--- src/hw/rtl/tsr_pkg.sv ---
// Shared types and constants of the triangle span rasterizer.
// No dependencies.
`default_nettype none

package tsr_pkg;

    localparam int COORD_W = 6;
    localparam int CHAR_W  = 8;
    localparam int ENTRY_W = 2 * COORD_W;

    localparam logic [COORD_W-1:0] COL_MAX = '1;
    localparam logic [COORD_W-1:0] COL_MIN = '0;

    typedef logic [COORD_W-1:0] coord_t;
    typedef logic [CHAR_W-1:0]  char_t;

    typedef struct packed {
        coord_t x;
        coord_t y;
    } vertex_t;

    typedef struct packed {
        coord_t ax;
        coord_t ay;
        coord_t bx;
        coord_t by_row;
        coord_t cx;
        coord_t cy;
        char_t  fill_char;
    } tri_t;

    typedef struct packed {
        coord_t row;
        coord_t span_start;
        coord_t span_end;
        char_t  span_char;
        logic   last_span;
    } span_t;

    typedef enum logic [1:0] {
        EDGE_01 = 2'd0,
        EDGE_12 = 2'd1,
        EDGE_02 = 2'd2
    } edge_sel_t;

endpackage

`default_nettype wire

--- src/hw/rtl/tsr_tri_if.sv ---
// Valid/ready channel that carries one triangle request.
// Depends on tsr_pkg.
`default_nettype none

interface tsr_tri_if
    import tsr_pkg::*;
();
    logic valid;
    logic ready;
    tri_t data;

    modport source (output valid, output data, input ready);
    modport sink   (input valid, input data, output ready);
endinterface

`default_nettype wire

--- src/hw/rtl/tsr_span_if.sv ---
// Valid/ready channel that carries one span request.
// Depends on tsr_pkg.
`default_nettype none

interface tsr_span_if
    import tsr_pkg::*;
();
    logic  valid;
    logic  ready;
    span_t data;

    modport source (output valid, output data, input ready);
    modport sink   (input valid, input data, output ready);
endinterface

`default_nettype wire

--- src/hw/rtl/tsr_ram.sv ---
// Generic simple dual-port RAM: one write port, one read port, registered read.
// No dependencies.
`default_nettype none

module tsr_ram #(
    parameter int WIDTH = 12,
    parameter int DEPTH = 64
) (
    input  wire logic                     clk,
    input  wire logic                     we,
    input  wire logic [$clog2(DEPTH)-1:0] waddr,
    input  wire logic [WIDTH-1:0]         wdata,
    input  wire logic                     re,
    input  wire logic [$clog2(DEPTH)-1:0] raddr,
    output logic      [WIDTH-1:0]         rdata
);
    logic [WIDTH-1:0] mem [DEPTH];

    always_ff @(posedge clk)
    begin
        if (we)
        begin
            mem[waddr] <= wdata;
        end
        if (re)
        begin
            rdata <= mem[raddr];
        end
    end
endmodule

`default_nettype wire

--- src/hw/rtl/triangle_span_rasterizer_top.sv ---
// Triangle span rasterizer top level: vertex sort, init pass, Bresenham edge walk
// and span emission around one row RAM. Depends on tsr_pkg, tsr_tri_if, tsr_span_if,
// tsr_ram.
//
// One triangle request is taken at a time. The rows it covers (count = height + 1,
// capped at ROWS) are kept as {left, right} pairs in a single RAM with one write and
// one read port. A triangle first presets the rows, then per edge runs a setup step
// and walks one edge pixel per cycle (read-modify-write pipelined through the RAM
// with forwarding), then drains, and emits each span with a RAM read and an output
// load, waiting out any stall on the span channel. A new triangle is accepted as
// soon as the last span sits in the output register.
`default_nettype none

module triangle_span_rasterizer_top
    import tsr_pkg::*;
#(
    parameter int ROWS = 64
) (
    input  wire logic clk,
    input  wire logic rst_n,
    tsr_tri_if.sink   triangle,
    tsr_span_if.source span
);
    localparam int AW = (ROWS > 1) ? $clog2(ROWS) : 1;
    localparam int CW = $clog2(ROWS + 1);

    typedef enum logic [2:0] {
        S_IDLE,
        S_INIT,
        S_SETUP,
        S_WALK,
        S_DRAIN,
        S_EMIT_RD,
        S_EMIT_LD
    } state_t;

    state_t    state_reg;
    vertex_t   v0_reg, v1_reg, v2_reg;
    coord_t    top_reg;
    logic [CW-1:0] count_reg;
    logic [CW-1:0] row_idx_reg;
    char_t     char_reg;
    edge_sel_t edge_reg;
    coord_t    step_x_reg, step_y_reg;
    logic signed [7:0] step_error_reg;

    logic          p1_valid_reg;
    coord_t        p1_x_reg;
    logic [AW-1:0] p1_addr_reg;

    logic               fwd_valid_reg;
    logic [AW-1:0]      fwd_addr_reg;
    logic [ENTRY_W-1:0] fwd_data_reg;

    logic  out_valid_reg;
    span_t out_reg;

    // vertex sort
    vertex_t s0, s1, s2, t0, t1, t2;
    coord_t  top_c, bot_c;
    logic [6:0] height1;
    logic [CW-1:0] count_c;

    always_comb
    begin
        s0 = '{x: triangle.data.ax, y: triangle.data.ay};
        s1 = '{x: triangle.data.bx, y: triangle.data.by_row};
        s2 = '{x: triangle.data.cx, y: triangle.data.cy};
        t0 = s0;
        t1 = s1;
        t2 = s2;
        if (s2.x < s0.x || s1.x < s0.x)
        begin
            if (s2.x < s1.x)
            begin
                t0 = s2;
                t2 = s0;
            end
            else
            begin
                t0 = s1;
                t1 = s0;
            end
        end
        s0 = t0;
        s1 = t1;
        s2 = t2;
        if (t2.x < t1.x)
        begin
            s1 = t2;
            s2 = t1;
        end
        top_c = (s0.y < s1.y) ? s0.y : s1.y;
        top_c = (top_c < s2.y) ? top_c : s2.y;
        bot_c = (s0.y > s1.y) ? s0.y : s1.y;
        bot_c = (bot_c > s2.y) ? bot_c : s2.y;
        height1 = {1'b0, bot_c} - {1'b0, top_c} + 7'd1;
        count_c = (height1 > 7'(ROWS)) ? CW'(ROWS) : CW'(height1);
    end

    // edge endpoints and stepper
    vertex_t e_start, e_end;
    logic signed [8:0] dx, dy, err9, e2, err_sum, init_err;
    logic   c_x, c_y, at_end, in_range;
    coord_t off;
    coord_t step_x_next, step_y_next;
    logic signed [7:0] step_error_next;

    always_comb
    begin
        unique case (edge_reg)
            EDGE_01:
            begin
                e_start = v0_reg;
                e_end   = v1_reg;
            end
            EDGE_12:
            begin
                e_start = v1_reg;
                e_end   = v2_reg;
            end
            default:
            begin
                e_start = v0_reg;
                e_end   = v2_reg;
            end
        endcase
        dx = (e_end.x > e_start.x) ? 9'(e_end.x - e_start.x) : 9'(e_start.x - e_end.x);
        dy = (e_end.y > e_start.y) ? -9'(e_end.y - e_start.y) : -9'(e_start.y - e_end.y);
        init_err = dx + dy;
        err9 = 9'(step_error_reg);
        e2 = err9 <<< 1;
        c_x = (e2 >= dy);
        c_y = (e2 <= dx);
        err_sum = err9 + (c_x ? dy : 9'sd0) + (c_y ? dx : 9'sd0);
        step_error_next = err_sum[7:0];
        step_x_next = step_x_reg;
        step_y_next = step_y_reg;
        if (c_x)
        begin
            step_x_next = (e_start.x < e_end.x) ? step_x_reg + 6'd1 : step_x_reg - 6'd1;
        end
        if (c_y)
        begin
            step_y_next = (e_start.y < e_end.y) ? step_y_reg + 6'd1 : step_y_reg - 6'd1;
        end
        at_end = (step_x_reg == e_end.x) && (step_y_reg == e_end.y);
        off = step_y_reg - top_reg;
        in_range = ({1'b0, off} < 7'(ROWS));
    end

    // row RAM and merge stage
    logic               ram_we, ram_re;
    logic [AW-1:0]      ram_waddr, ram_raddr;
    logic [ENTRY_W-1:0] ram_wdata, ram_rdata, cur_entry;
    coord_t             left_next, right_next;
    logic               last_row;
    logic               out_free;
    logic               span_load;

    always_comb
    begin
        cur_entry = (fwd_valid_reg && fwd_addr_reg == p1_addr_reg) ? fwd_data_reg : ram_rdata;
        left_next  = (p1_x_reg < cur_entry[ENTRY_W-1:COORD_W]) ? p1_x_reg
                                                              : cur_entry[ENTRY_W-1:COORD_W];
        right_next = (p1_x_reg > cur_entry[COORD_W-1:0]) ? p1_x_reg : cur_entry[COORD_W-1:0];

        ram_we    = p1_valid_reg;
        ram_waddr = p1_addr_reg;
        ram_wdata = {left_next, right_next};
        if (state_reg == S_INIT)
        begin
            ram_we    = 1'b1;
            ram_waddr = row_idx_reg[AW-1:0];
            ram_wdata = {COL_MAX, COL_MIN};
        end

        ram_re    = 1'b0;
        ram_raddr = off[AW-1:0];
        if (state_reg == S_WALK)
        begin
            ram_re = in_range;
        end
        else if (state_reg == S_EMIT_RD)
        begin
            ram_re    = 1'b1;
            ram_raddr = row_idx_reg[AW-1:0];
        end

        last_row  = (row_idx_reg == count_reg - CW'(1));
        out_free  = !out_valid_reg || span.ready;
        span_load = (state_reg == S_EMIT_LD) && out_free;
    end

    tsr_ram #(
        .WIDTH (ENTRY_W),
        .DEPTH (ROWS)
    ) u_rows (
        .clk   (clk),
        .we    (ram_we),
        .waddr (ram_waddr),
        .wdata (ram_wdata),
        .re    (ram_re),
        .raddr (ram_raddr),
        .rdata (ram_rdata)
    );

    assign triangle.ready = (state_reg == S_IDLE);
    assign span.valid     = out_valid_reg;
    assign span.data      = out_reg;

    always_ff @(posedge clk or negedge rst_n)
    begin
        if (!rst_n)
        begin
            state_reg      <= S_IDLE;
            edge_reg       <= EDGE_01;
            row_idx_reg    <= '0;
            count_reg      <= '0;
            step_x_reg     <= '0;
            step_y_reg     <= '0;
            step_error_reg <= '0;
            p1_valid_reg   <= 1'b0;
            fwd_valid_reg  <= 1'b0;
            out_valid_reg  <= 1'b0;
        end
        else
        begin
            fwd_valid_reg <= ram_we;
            fwd_addr_reg  <= ram_waddr;
            fwd_data_reg  <= ram_wdata;
            p1_valid_reg  <= (state_reg == S_WALK) && in_range;

            if (span_load)
            begin
                out_valid_reg <= 1'b1;
            end
            else if (span.ready)
            begin
                out_valid_reg <= 1'b0;
            end

            unique case (state_reg)
                S_IDLE:
                begin
                    if (triangle.valid)
                    begin
                        v0_reg      <= s0;
                        v1_reg      <= s1;
                        v2_reg      <= s2;
                        top_reg     <= top_c;
                        count_reg   <= count_c;
                        char_reg    <= triangle.data.fill_char;
                        row_idx_reg <= '0;
                        state_reg   <= S_INIT;
                    end
                end
                S_INIT:
                begin
                    if (last_row)
                    begin
                        edge_reg  <= EDGE_01;
                        state_reg <= S_SETUP;
                    end
                    else
                    begin
                        row_idx_reg <= row_idx_reg + CW'(1);
                    end
                end
                S_SETUP:
                begin
                    step_x_reg     <= e_start.x;
                    step_y_reg     <= e_start.y;
                    step_error_reg <= init_err[7:0];
                    state_reg      <= S_WALK;
                end
                S_WALK:
                begin
                    p1_x_reg     <= step_x_reg;
                    p1_addr_reg  <= off[AW-1:0];
                    if (at_end)
                    begin
                        unique case (edge_reg)
                            EDGE_01:
                            begin
                                edge_reg  <= EDGE_12;
                                state_reg <= S_SETUP;
                            end
                            EDGE_12:
                            begin
                                edge_reg  <= EDGE_02;
                                state_reg <= S_SETUP;
                            end
                            default:
                            begin
                                state_reg <= S_DRAIN;
                            end
                        endcase
                    end
                    else
                    begin
                        step_x_reg     <= step_x_next;
                        step_y_reg     <= step_y_next;
                        step_error_reg <= step_error_next;
                    end
                end
                S_DRAIN:
                begin
                    row_idx_reg <= '0;
                    state_reg   <= S_EMIT_RD;
                end
                S_EMIT_RD:
                begin
                    state_reg <= S_EMIT_LD;
                end
                S_EMIT_LD:
                begin
                    if (out_free)
                    begin
                        out_reg.row        <= top_reg + COORD_W'(row_idx_reg);
                        out_reg.span_start <= ram_rdata[ENTRY_W-1:COORD_W];
                        out_reg.span_end   <= ram_rdata[COORD_W-1:0];
                        out_reg.span_char  <= char_reg;
                        out_reg.last_span  <= last_row;
                        if (last_row)
                        begin
                            state_reg <= S_IDLE;
                        end
                        else
                        begin
                            row_idx_reg <= row_idx_reg + CW'(1);
                            state_reg   <= S_EMIT_RD;
                        end
                    end
                end
                default:
                begin
                    state_reg <= S_IDLE;
                end
            endcase
        end
    end

    a_merge_from_walk: assert property (@(posedge clk) disable iff (!rst_n)
        p1_valid_reg |-> $past(state_reg == S_WALK))
        else $error("merge stage loaded outside edge walk");

    a_span_from_emit: assert property (@(posedge clk) disable iff (!rst_n)
        $rose(out_valid_reg) |-> $past(state_reg == S_EMIT_LD))
        else $error("span presented outside emit");

    a_no_write_in_emit: assert property (@(posedge clk) disable iff (!rst_n)
        (state_reg == S_EMIT_RD || state_reg == S_EMIT_LD) |-> !ram_we)
        else $error("row RAM written during emit");

    a_edge_code: assert property (@(posedge clk) disable iff (!rst_n)
        (state_reg == S_WALK) |-> (edge_reg == EDGE_01 || edge_reg == EDGE_12 ||
                                   edge_reg == EDGE_02))
        else $error("bad edge code during walk");

endmodule

`default_nettype wire
--- src/flat_wrapper.sv ---
// flat-port wrapper written by rule: the top's interface ports become plain ports
module triangle_span_rasterizer_top_flat import tsr_pkg::*;
#(
    parameter int ROWS = 64
)
  (clk, rst_n, triangle_valid, triangle_data, triangle_ready, span_valid, span_data, span_ready);
  tsr_tri_if triangle_i ();
  tsr_span_if span_i ();
  input  wire logic clk;
  input  wire logic rst_n;
  input wire logic [$bits(triangle_i.valid)-1:0] triangle_valid;
  input wire logic [$bits(triangle_i.data)-1:0] triangle_data;
  output wire logic [$bits(triangle_i.ready)-1:0] triangle_ready;
  output wire logic [$bits(span_i.valid)-1:0] span_valid;
  output wire logic [$bits(span_i.data)-1:0] span_data;
  input wire logic [$bits(span_i.ready)-1:0] span_ready;
  assign triangle_i.valid = triangle_valid;
  assign triangle_i.data = triangle_data;
  assign triangle_ready = triangle_i.ready;
  assign span_valid = span_i.valid;
  assign span_data = span_i.data;
  assign span_i.ready = span_ready;
  triangle_span_rasterizer_top #(.ROWS(ROWS)) u_core (.clk(clk), .rst_n(rst_n), .triangle(triangle_i), .span(span_i));
endmodule
--- config.mk ---
export PLATFORM = sky130hd
export DESIGN_NAME = triangle_span_rasterizer_top_flat
export DESIGN_NICKNAME = d
export VERILOG_FILES = /design/src/hw/rtl/tsr_pkg.sv /design/src/hw/rtl/tsr_tri_if.sv /design/src/hw/rtl/tsr_span_if.sv /design/src/hw/rtl/tsr_ram.sv /design/src/hw/rtl/triangle_span_rasterizer_top.sv /design/src/flat_wrapper.sv
export SDC_FILE = /design/constraint.sdc
export NUM_CORES = 2
export LEC_CHECK = 0
export BUFFER_PORTS_ARGS = -buffer_cell sky130_fd_sc_hd__buf_4
export CORE_MARGIN = 2
export CORE_UTILIZATION = 57
export DETAILED_ROUTE_END_ITERATION = 6
export PLACE_DENSITY_LB_ADDON = 0.3
export SETUP_SLACK_MARGIN = 0.3
export SYNTH_ARGS = -nofsm -noshare
export SYNTH_HDL_FRONTEND = slang
export SYNTH_SLANG_ARGS = --single-unit
--- constraint.sdc ---
create_clock -name clk -period 9.4 [get_ports clk]
set_clock_uncertainty 0.2 [all_clocks]
set_input_delay 1.88 -clock clk [delete_from_list [all_inputs] [get_ports clk]]
set_output_delay 1.88 -clock clk [all_outputs]
set_load 0.02 [all_outputs]
# --- Yosys cells after proc, flatten, opt, wreduce, memory -nomap -nowiden ---
# Memories as Yosys holds them, arrays and structs flattened. A register that Yosys moved wholly into a read port is not among the register bits.
# Cells that the tools add are included.
classes:
  reduce_logical: 23
  mux: 58
  magnitude_cmp: 17
  n_eq_ne: 19
  n_addsub: 19
op_table:
  columns: ["cell", "count"]
  rows:
  - ["$mux W12", 12]
  - ["$mux W6", 15]
  - ["$lt A6 B6 Y1", 9]
  - ["$sub A6 B6 Y7", 5]
  - ["$gt A6 B6 Y1", 5]
  - ["$mux W7", 4]
  - ["$pmux W7 S4", 1]
  - ["$add A8 B8 Y8", 3]
  - ["$mux W8", 3]
  - ["$pmux W6 S2", 2]
  - ["$pmux W3 S7", 1]
  - ["$eq A6 B6 Y1", 3]
  - ["$mux W3", 6]
  - ["$mux W9", 2]
  - ["$neg A9 Y9", 2]
  - ["$pmux W8 S2", 1]
  - ["$reduce_and A3 Y1", 5]
  - ["$add A7 B1 Y7 const B", 2]
  - ["$add A6 B1 Y6 const B", 2]
  - ["$sub A6 B1 Y6 const B", 2]
  - ["$ne A2 B1 Y1 const B", 5]
  - ["$eq A3 B3 Y1 const B", 3]
  - ["$ge A9 B9 Y1", 1]
  - ["$le A9 B9 Y1", 1]
  - ["other kinds (23)", 41]
word_totals:
  n_memories: 1
  in_bits: 48
  regBits: 149
  ramBits: 768
  out_inout_bits: 29
memory_table:
  columns: ["memory", "words", "width", "rd", "rd_clocked_by_memory_dff", "write_ports", "line_no", "source"]
  rows:
  - ["u_core.u_rows.mem", 64, 12, 1, 1, 1, "tsr_ram.sv:17", "logic [WIDTH-1:0] mem [DEPTH];"]

# --- Depth between registers and ports, before layout ---
logic_depth:
  ltp_word: 13
  depth_mapped: 53
  ltp_nobuf: 48

# --- Cells and area by module ---
# From an unflattened synthesis, not the netlist that was laid out.
unflattened:
  cells_unflattened: 2593
  area_unflattened_um2: 42045.3
by_module_without_submodules:
  columns: ["module", "n_inst", "area_per_inst_um2", "cells_each", "seq_area_each_um2"]
  rows:
  - ["tsr_ram", 1, 29971.2, 1339, 23422.5]
  - ["triangle_span_rasterizer_top", 1, 12074.1, 1254, 4264.1]

# --- Least setup slack after synthesis ---
# No wires, ideal clock.
synth_timing:
  path_type: "input-to-reg"
  startpoint: "input triangle_data[31]"
  endpoint: "register u_core.count_reg[0]"
  n_path_buf: 5
  stages: 50
  required_time_ns: 9.135
  arrival_ns: 10.625
  path_slack_ns: -1.490
  cell_sequence: "inv_1 ha_1 and3_1 a221o_1 buf_6 a21oi_1 buf_2 mux2i_1 inv_1 ha_1 a21o_1 a21oi_1 o21ai_0 a31oi_2 buf_2 a32oi_1 nand2_1 inv_1 [... 14 more ...] nor2b_1 o22a_1 buf_1 inv_1 nand2_1 o31ai_2 ha_1 inv_1 ha_1 inv_1 fa_1 inv_1 a21o_1 a21oi_1 xnor2_1 or2_2 a21oi_1 a22o_1"
synth_rtl:
  columns: ["element", "line_no", "source"]
  rows:
  - ["start: declaration", "flat_wrapper.sv:12", "input wire logic [$bits(triangle_i.data)-1:0] triangle_data;"]
  - ["end signal: assignment", "triangle_span_rasterizer_top.sv:252", "count_reg <= count_c;"]
  - ["end: declaration", "triangle_span_rasterizer_top.sv:40", "logic [CW-1:0] count_reg;"]

==> metrics.csv <==
metric;value;unit
outcome;finished, violations left;
violations;setup timing;
antenna_found_initial;1;
crit_path_end_kind;register;
cts_sinks;929;
crit_start;triangle_data[41];
cp.buffers_inverters;9;
synth_xor_area_frac;0.0189;
yosysWarnings;0;
postSynthCellCount;2672;
rsz0062_at_grt;yes;
track_usage;0.262;
die_area;76600;µm²
synth_top_area_cell;edfxtp_1;
layout-drive-gt1-share;0.253;
synthTopCellsByCount;887 x edfxtp_1, 192 x mux4_2, 183 x nor2_1;
rows;100;
dieHeight;277;µm
synth_compound_area_frac;0.0693;
worstPathMaxFanout;6;
worstHoldStart;u_core.char_reg[4];
dr.pass1.iters;7;
setup_viol;2;
fillers;4972;
maxSlewViolCount;0;
post-route-worst-setup-slack;-0.0209;ns
grt_pass1_vias;24894;
portBuffers;76;
cts_buffers;89;
async_flop_share;0.0452;
synth_top_area_frac;0.628;
cts_tree;yes;
totalWireLength;100;mm
r2r_cells;36;
die_w;277;µm
synth.most_common_cell;edfxtp_1;
holdPathStages;0;
start_util;0.572;
synthMuxAreaShare;0.134;
synth_area_per_cell;15.9;µm²
diodes;0;
timing.rr.end;u_core.step_error_reg[7];
synth_cell_types;83;
grt_max_degree;143;
htreeDepth;3;
post-dp-hpwl;62.2;mm
synth-edff-count;887;
critical_path_class;in -> reg;
syn_to_final_growth;16.0;%
grt-ovfl-total;0;
yosys-top-cells-area;edfxtp_1 63%, mux4_2 10%, ha_1 3.9%;
via_per_inst;6.22;
maxCapViolations;0;
grt_first_pass_wirelength;152;mm
largest_register_ffs;768;
regToRegSetupSlack;0.97;ns
worstReg2RegStart;u_core.edge_reg[1];
min_period;9.42;ns
drc;0;
clk_latency;0.65;ns
hold_path.class;reg -> reg;
regMostFlops;u_core.u_rows.mem;
hold_viol;0;
slew-limit-headroom;0.143;
synth_top_family_by_area;multiplexers;
nNetsFinal;3156;
ys_seq_area_frac;0.653;
worst_pin_slew;1.28;ns
hold_ws;0.216;ns
fin_crit_sh;1.00;
synth_fa_ha_area_frac;0.0475;
ys.flop_type;edfxtp_1;
clkSlewWorstSetupHoldPaths;0.06;ns
drtAntennaViolNets;0;
preCtsSetupSlack;-0.857;ns
worstPathArrival;9.75;ns
syn_area;42400;µm²
syn-num-nets;2870;
max_freq;106;MHz
core_area;74100;µm²
design.portCount;77;
synth_seq_cells;929;
fin_setup_tns;-0.0225;ns
utilization;0.664;
drt_iter0_markers;2401;
slowest_delay;0.40;ns
min_to;u_core.span.data[5];
path_delay_family;compound AO/OA/AOI/OAI gates;
via_count;24899;
clock_path_buffers;3;
wl_per_cell;25.1;µm
synth_simple_gate_area_frac;0.0523;
cp_slowest_cell;or3_4;
cp.required;9.73;ns
root_buffer;clkbuf_16;
cp-start-kind;input port;
gp_congestion;0.920;
kinds of logic (layout without fill, tap and decap cells):
| logic type | after synthesis | in the layout |
|---|---|---|
| DFF | 929 | 929 |
| and+or+nand+nor | 475 | 475 |
| AOI/OAI and AO/OA | 442 | 442 |
| muxes | 321 | 321 |
| buffers and inverters | 265 | 627 |
| adders and majority gates | 150 | 150 |
| xor gates and xnor gates | 90 | 90 |
layout make-up:
type | instances | area [µm²] | share of cell area
repair buffers | 310 | 2450 | 0.0499
clock inverters | 54 | 503 | 0.0102
flip-flops and latches | 929 | 27700 | 0.563
clock buffers | 113 | 2390 | 0.0486
inverters | 150 | 598 | 0.0122
well taps | 969 | 1210 | 0.0247
multi-input cells | 1478 | 14300 | 0.291
per-layer routing:
metal  global-route usage  up-vias  part of all wire
met5                    0        -           0.00014
met4               0.0725        2             0.027
met3               0.0505      157             0.076
met2                0.417     1079              0.48
met1                0.374    12728              0.42
li1                     -    10933                 -
through the flow:
stage,instance area (µm²),cells
final,49200,4003
after global routing,49200,4003
after CTS,48900,3988
after detailed placement,45500,3788
after global placement,45500,3788
after floorplan,42600,2672
placed cells by master, fill, tap and decap left out, types with 53 or more instances in the layout:
cell and n:
clkbuf_16 92, mux2i_1 104, inv_1 130, xnor2_1 53, nor2_1 177, nand2_1 103
nor2b_1 58, edfxtp_1 887, a21oi_1 129, a211oi_1 87, buf_4 289, ha_1 115
mux4_2 192
worst max-delay path by stage:
| stage | to | slack (ns) | depth (start not counted) |
|---|---|---|---|
| after CTS | u_core.count_reg[1] | 0.20 | 49 |
| after floorplan | u_core.count_reg[1] | -0.45 | 51 |
| after global routing | u_core.count_reg[6] | -0.30 | 46 |
| after global placement | u_core.count_reg[1] | -0.55 | 48 |
| after detailed placement | u_core.count_reg[1] | -0.86 | 46 |
| final | u_core.count_reg[6] | -0.02 | 47 |
repair_timing:
item | 4_1_cts | 5_1_grt
hold buffers | 0 | 0
pin swaps | 40 | 38
cloned | 0 | 0
setup endpoints to repair | 7 | 8
setup buffers | 33 | 15
gates resized for setup | 43 | 38
Power is left out: the tool's default activity adds up to more than one toggle a clock period on the data nets, which glitch-free logic cannot reach.
